<file path="src/rtl/core/pcm_pkg.sv">
package pcm_pkg;

   localparam logic [2:0] OP_OPEN    = 3'd0;
   localparam logic [2:0] OP_CLOSE   = 3'd1;
   localparam logic [2:0] OP_WRITE   = 3'd2;
   localparam logic [2:0] OP_READ    = 3'd3;
   localparam logic [2:0] OP_RELEASE = 3'd4;

   localparam logic [2:0] ST_OK         = 3'd0;
   localparam logic [2:0] ST_FULL_TABLE = 3'd1;
   localparam logic [2:0] ST_INVALID    = 3'd2;
   localparam logic [2:0] ST_BUF_FULL   = 3'd3;
   localparam logic [2:0] ST_WAIT       = 3'd4;
   localparam logic [2:0] ST_EOD        = 3'd5;

   localparam logic [7:0] HANDLE_BASE = 8'd3;

   typedef struct packed {
      logic [2:0] status;
      logic       store_write;
      logic       store_read;
      logic       set_rd_wait;
      logic       clr_rd_wait;
      logic       set_wr_wait;
      logic       clr_wr_wait;
      logic       wake;
   } pcm_verdict_type;

endpackage

</file>
<file path="src/rtl/core/pcm_chan_update.sv">
module pcm_chan_update #(
   parameter int BUF_BYTES = 256
) (
   input  logic                               is_write,
   input  logic                               chan_valid,
   input  logic                               rd_present,
   input  logic                               wr_present,
   input  logic                               rd_waiting,
   input  logic                               wr_waiting,
   input  logic [$clog2(BUF_BYTES)-1:0]       head,
   input  logic [$clog2(BUF_BYTES)-1:0]       tail,
   input  logic [$clog2(BUF_BYTES+1)-1:0]     fill,
   output logic [$clog2(BUF_BYTES)-1:0]       head_next,
   output logic [$clog2(BUF_BYTES)-1:0]       tail_next,
   output logic [$clog2(BUF_BYTES+1)-1:0]     fill_next,
   output pcm_pkg::pcm_verdict_type           verdict
);

   localparam int PW = $clog2(BUF_BYTES);
   localparam int FW = $clog2(BUF_BYTES + 1);
   localparam logic [PW-1:0] PTR_LAST = PW'(BUF_BYTES - 1);
   localparam logic [FW-1:0] FILL_MAX = FW'(BUF_BYTES);

   always_comb begin
      verdict   = '0;
      verdict.status = pcm_pkg::ST_OK;
      head_next = head;
      tail_next = tail;
      fill_next = fill;
      if (is_write) begin
         if (!chan_valid || !wr_present) begin
            verdict.status = pcm_pkg::ST_INVALID;
         end else if (fill >= FILL_MAX) begin
            verdict.status = pcm_pkg::ST_BUF_FULL;
            verdict.set_wr_wait = 1'b1;
         end else begin
            verdict.store_write = 1'b1;
            head_next = (head == PTR_LAST) ? '0 : head + PW'(1);
            fill_next = fill + FW'(1);
            verdict.clr_rd_wait = 1'b1;
            verdict.wake = rd_waiting && rd_present;
         end
      end else begin
         if (!chan_valid || !rd_present) begin
            verdict.status = pcm_pkg::ST_INVALID;
         end else if (fill == '0) begin
            if (wr_present) begin
               verdict.status = pcm_pkg::ST_WAIT;
               verdict.set_rd_wait = 1'b1;
            end else begin
               verdict.status = pcm_pkg::ST_EOD;
            end
         end else begin
            verdict.store_read = 1'b1;
            tail_next = (tail == PTR_LAST) ? '0 : tail + PW'(1);
            fill_next = fill - FW'(1);
            verdict.clr_wr_wait = 1'b1;
            verdict.wake = wr_waiting && wr_present;
         end
      end
   end

endmodule

</file>
<file path="config.mk">
export PLATFORM = sky130hd
export DESIGN_NAME = pcm_chan_update
export DESIGN_NICKNAME = d
export VERILOG_FILES = /design/src/rtl/core/pcm_pkg.sv /design/src/rtl/core/pcm_chan_update.sv
export SDC_FILE = /design/constraint.sdc
export NUM_CORES = 1
export LEC_CHECK = 0
export BUFFER_PORTS_ARGS = -buffer_cell sky130_fd_sc_hd__buf_4
export CAP_MARGIN = 10
export CORE_AREA = 2 2 45 55
export DETAILED_ROUTE_END_ITERATION = 16
export DIE_AREA = 0 0 47 57
export GPL_TIMING_DRIVEN = 0
export MAX_ROUTING_LAYER = met4
export PLACE_DENSITY = 0.82
export SETUP_SLACK_MARGIN = 0.15
export SLEW_MARGIN = 25
export SYNTH_ARGS = -nofsm -noshare
export SYNTH_HDL_FRONTEND = slang
export SYNTH_SLANG_ARGS = --single-unit
</file>
<file path="constraint.sdc">
create_clock -name vclk -period 2.4
set_input_delay 0.48 -clock vclk [all_inputs]
set_output_delay 0.48 -clock vclk [all_outputs]
set_load 0.005 [all_outputs]
</file>
==> results.py, run 1 <==
metrics = {
    "outcome": {
        "status": "completed",
    },
    "routing": {
        "dr.pass1.iters": 4,
        "drc": 0,
        "wl_um": 3202,
        "drtIter0Drc": 25,
        "via_count": 1316,
        "wire_per_inst_um": 13.29,
        "ant_nets": 0,
        "vias_per_cell": 5.461,
    },
    "clock_network": {
        "cts_hold_buf": 0,
    },
    "critical_path": {
        "cp-start-kind": "primary input",
        "critPathCaptureType": "output port",
        "cp.arrival_ns": 1.88,
        "path_class": "primary input to output port",
        "path_max_fanout": 4,
        "required_ns": 1.92,
    },
    "final_layout": {
        "final_net_count": 247,
        "regArea_um2": 0,
        "fill_cells": 187,
        "utilization_pct": 71.22,
        "stdcell_count": 241,
        "num_antenna_cells": 0,
        "mostFrequentLayoutCell": "buf_4",
        "most-common-layout-cells": "buf_4 (74), nand2_1 (20), nand3_1 (11)",
        "n_clock_buffer": 0,
        "seq_cell_count": 0,
        "layout-drive-gt1-share_pct": 47.62,
        "area_growth_pct": 76.60,
    },
    "timing": {
        "drv_slew": 0,
        "hold_violations": 0,
        "timing.fmax_mhz": 424.3,
        "rsz0062_at_grt": "true",
        "period_share_pct": 98.20,
        "period_minus_slack_ns": 2.357,
        "worstMarginPinSlew_ns": 0.3896,
        "relSlewSlack_pct": 73.69,
        "setup_viol": 0,
    },
    "flow_run": {
        "max_cap_viol_count": 0,
    },
    "global_route": {
        "grt_pass1_vias": 1218,
        "grt_pass1_wl_um": 4878,
        "grt_max_degree": 12,
        "antenna_found_initial": 0,
        "track_usage_pct": 23.58,
        "overflow": 0,
    },
    "synthesis": {
        "synthMuxAreaShare_pct": 3.546,
        "synthAdderAreaFrac_pct": 5.674,
        "synth-xor-area-share_pct": 11.91,
        "synth.net_count": 171,
        "synth_largest_area_cell": "o21ai_0",
        "synth.area.top_cells": "o21ai_0 (9.1%), nand2_1 (8.5%), nand3_1 (6.2%)",
        "synth_top_area_share_pct": 9.078,
        "synth_compound_area_share_pct": 24.96,
        "synth-simple-area-share_pct": 44.26,
        "synth_top_family_by_area": "simple AND/OR/NAND/NOR gates",
        "ys_warn_count": 0,
        "avgSynthCellArea_um2": 6.486,
        "netlist_area_um2": 882.1,
        "synth_cells": 136,
        "ys_types": 43,
        "seq_area_frac_synth_pct": 0,
    },
    "floorplanning": {
        "io_pins": 66,
        "core-area_mm2": 0.002187,
        "die-area_mm2": 0.002679,
        "die_w_um": 47,
        "rows": 19,
        "initial_utilization_pct": 40.33,
        "die_h_um": 57,
    },
    "placement": {
        "portBuffers": 64,
        "dp_cells": 231,
        "post-dp-hpwl_um": 2391,
        "place_congestion": 0.7953,
    },
    "worst_hold_path": {
        "hold_path.class": "primary input to output port",
    },
    "power": {
        "p_per_area_mw_per_mm2": 141.7,
        "combPwrFrac_pct": 100.0,
        "p_clk_share_pct": 0,
        "p_leak_nw": 0.7674,
        "p_sw_w": 0.0001009,
        "vdd_ir_drop_max_v": 0.00008462,
        "swShare_pct": 45.69,
        "p_seq_share_pct": 0,
        "p_int_w": 0.0001199,
    },
}
==> path summary, 6_finish.rpt <==
check	to	cells after the start	startpoint	slack, ns
setup / recovery	tail_next[5]	9	fill[1]	0.04
hold / removal	head_next[6]	3	head[6]	1.24
==> critical path: stages <==
cell     delay [ns]
buf_12         0.09
inv_6          0.03
ha_4           0.15
nor4b_4        0.13
a211o_1        0.29
buf_6          0.15
or3_1          0.36
o21ai_1        0.09
buf_4          0.13
==> cells by family (layout without fill, tap and decap cells) <==
logic type      Yosys count  in the layout
compound gates           33             33
xor+xnor                 12             12
fa+ha+maj                 4              4
buf+inv                  14             88
mux                       3              3
simple gates             70             70
==> power by group through the flow <==
stage	Sequential, W	Clock [W]	Combinational, W
after floorplan	0	0	0.0000770
after global placement	0	0	0.000190
after detailed placement	0	0	0.000195
after CTS	0	0	0.000214
after global routing	0	0	0.000239
final	0	0	0.000221
==> cell usage after synthesis, types with 3 or more instances <==
library cell	number
a21oi_1	5
and3_1	8
buf_4	3
ha_1	4
inv_1	5
nand2_1	20
nand3_1	11
nand4_1	8
nor2_1	8
o21ai_0	16
xnor2_1	6
xor2_1	6
==> metal layers <==
metal  global-route usage, %  up-vias  part of all wire (%)
met5                       -        -                     0
met4                   4.365        0                  0.97
met3                  0.6329        2                   7.1
met2                   47.16       54                    55
met1                   23.65      607                    37
li1                        -      653                     -
==> per-stage QoR <==
stage | power [W] | setup slack (ns) | area (µm²) | hold WS (ns) | TNS (ns)
after floorplan | 0.00007699 | 0.1686 | 882.1 | 1.013 | 0
after global placement | 0.0001902 | -0.1551 | 1401 | 1.229 | -0.7037
after detailed placement | 0.0001953 | -0.1997 | 1401 | 1.232 | -1.048
after CTS | 0.0002136 | 0.04467 | 1516 | 1.233 | 0
after global routing | 0.0002394 | -0.01856 | 1558 | 1.252 | -0.01856
final | 0.0002208 | 0.04310 | 1558 | 1.236 | 0
==> timing repair <==
| item | 4_1_cts | 5_1_grt |
|---|---|---|
| resized for setup | 18 | 9 |
| buffers inserted | 7 | 2 |
| cloned | 1 | 0 |
| endpoints found under the setup margin | 19 | 16 |
| pin swaps | 5 | 4 |
==> area by class of cell <==
class                      instances  area, µm²  area share, %
inverter                           7      36.28          2.329
tap                               31      38.79          2.490
buffer                             7      56.30          3.614
multi-input combinational        122      853.3          54.78
timing repair buffer              74      573.1          36.79
Note: power is estimated with default switching activity, not from simulation.
==> inputs of run 2 (changes only) <==
- SETUP_SLACK_MARGIN: 0.15 -> default
==> run 2 against run 1 <==
The flow now finishes with violations (negative setup slack). Global-route usage decreased by 2.3 points. Combinational power shrank 4%. Fmax shrank 2.3%. Cell area down 3.9%. Critical path depth unchanged. First-iteration DRC count shrank 24%. Count of clock-buffer cells in the layout unchanged. Flip-flop and latch count stayed put. Utilization down 2.7 points. Critical path type unchanged.
==> results.py, run 2 (synthesized netlist as in run 1, its figures left out) <==
metrics = {
    "critical_path": {
        "path_class": "primary input to output port",
        "critPathCaptureType": "output port",
        "startpoint": "fill[1]",
        "cp-start-kind": "primary input",
        "required_ns": 1.92,
        "cp.arrival_ns": 1.93,
        "path_max_fanout": 5,
    },
    "floorplanning": {
        "die_w_um": 47,
        "rows": 19,
        "initial_utilization_pct": 40.33,
        "core-area_mm2": 0.002187,
        "io_pins": 66,
        "die_h_um": 57,
        "die-area_mm2": 0.002679,
    },
    "routing": {
        "drc": 0,
        "wl_um": 3052,
        "vias_per_cell": 5.468,
        "via_count": 1296,
        "wire_per_inst_um": 12.88,
        "dr.pass1.iters": 4,
        "drtIter0Drc": 19,
        "ant_nets": 0,
    },
    "timing": {
        "rsz0062_at_grt": "true",
        "period_share_pct": 100.6,
        "finalWorstSetupSlack_ns": -0.01330,
        "drv_slew": 0,
        "setup_viol": 1,
        "worstMarginPinSlew_ns": 0.3787,
        "relSlewSlack_pct": 74.43,
        "hold_violations": 0,
        "period_minus_slack_ns": 2.413,
        "timing.fmax_mhz": 414.4,
    },
    "global_route": {
        "grt_use_met3_pct": 0.9494,
        "use_met1_pct": 21.54,
        "grt_max_degree": 12,
        "busiest_layer": "met2",
        "overflow": 0,
        "grt_pass1_vias": 1134,
        "met2_usage_pct": 43.64,
        "grt_pass1_wl_um": 4450,
        "track_usage_pct": 21.26,
        "antenna_found_initial": 0,
    },
    "outcome": {
        "violations": "negative setup slack",
        "status": "finished, violations left",
    },
    "final_layout": {
        "most-common-layout-cells": "buf_4 (70), nand2_1 (20), o21ai_0 (15)",
        "mostFrequentLayoutCell": "buf_4",
        "area_growth_pct": 69.79,
        "layout-drive-gt1-share_pct": 43.69,
        "regArea_um2": 0,
        "final_net_count": 243,
        "n_clock_buffer": 0,
        "num_antenna_cells": 0,
        "fill_cells": 191,
        "seq_cell_count": 0,
    },
    "worst_hold_path": {
        "worstHoldStart": "head[6]",
        "holdPathStages": 3,
        "hold_path.class": "primary input to output port",
    },
    "flow_run": {
        "max_cap_viol_count": 0,
    },
    "placement": {
        "portBuffers": 64,
        "post-dp-hpwl_um": 2391,
        "place_congestion": 0.7953,
        "dpl_worst_slack_ns": -0.1997,
    },
    "power": {
        "p_sw_w": 0.00009686,
        "p_clk_share_pct": 0,
        "power_w": 0.0002132,
        "vdd_ir_drop_max_v": 0.0001025,
        "swShare_pct": 45.44,
        "combPwrFrac_pct": 100.0,
        "p_seq_share_pct": 0,
        "p_per_area_mw_per_mm2": 142.3,
        "p_leak_nw": 0.7376,
        "p_int_w": 0.0001163,
    },
    "clock_network": {
        "cts_hold_buf": 0,
    },
}
==> run 2: cell types whose count changed in the layout (fill, tap and decap cells not counted), moves of 2 or more <==
cell	delta
buf_4	-4
nor2_1	+2
nor2_4	-2
o21ai_0	+5
o21ai_1	-4
==> run 2: worst paths after layout <==
| kind | to |
|---|---|
| hold / removal | head_next[6] |
| setup / recovery | tail_next[5] |
==> run 2: what timing repair did <==
item,in CTS,in global routing
pin swaps,2,3
cloned,1,0
gates resized for setup,9,6
endpoints found under the setup margin,10,5
setup buffers,1,4
==> run 2: layer usage <==
| layer | up-vias | routed length [µm] | share of wire (%) |
|---|---|---|---|
| met5 | - | 0 | 0 |
| met4 | 0 | 20 | 0.66 |
| met3 | 4 | 244 | 8.0 |
| met2 | 60 | 1659 | 54 |
| met1 | 586 | 1128 | 37 |
| li1 | 646 | - | - |
==> run 2: layout make-up <==
| class | count | area (µm²) | share of cell area (%) |
|---|---|---|---|
| buffer | 7 | 53.80 | 3.592 |
| inverter | 7 | 38.79 | 2.590 |
| multi-input combinational | 122 | 818.3 | 54.64 |
| tap | 31 | 38.79 | 2.590 |
| timing repair buffer | 70 | 548.0 | 36.59 |
==> run 2: stage by stage <==
stage                     instance area (µm²)  util, %  cells  hold slack, ns   TNS, ns
after CTS                                1440    65.85    233           1.235         0
after floorplan                         882.1        -    136           1.013         0
after detailed placement                 1401    64.07    231           1.232    -1.048
after global placement                   1401    64.07    231           1.229   -0.7037
after global routing                     1498    68.48    237           1.252   -0.1038
final                                    1498    68.48    237           1.236  -0.01330
==> run 2: power by group through the flow <==
| stage | Sequential (W) | Clock (W) | Combinational, W |
|---|---|---|---|
| after floorplan | 0 | 0 | 0.0000770 |
| after global placement | 0 | 0 | 0.000190 |
| after detailed placement | 0 | 0 | 0.000195 |
| after CTS | 0 | 0 | 0.000203 |
| after global routing | 0 | 0 | 0.000232 |
| final | 0 | 0 | 0.000213 |
==> run 2: critical path: stages <==
cell and delay [ns]:
buf_12 0.09, inv_6 0.03, ha_4 0.14, nor4b_4 0.13, a211o_1 0.32, buf_6 0.15
or3_1 0.36, o21ai_1 0.09, buf_4 0.13
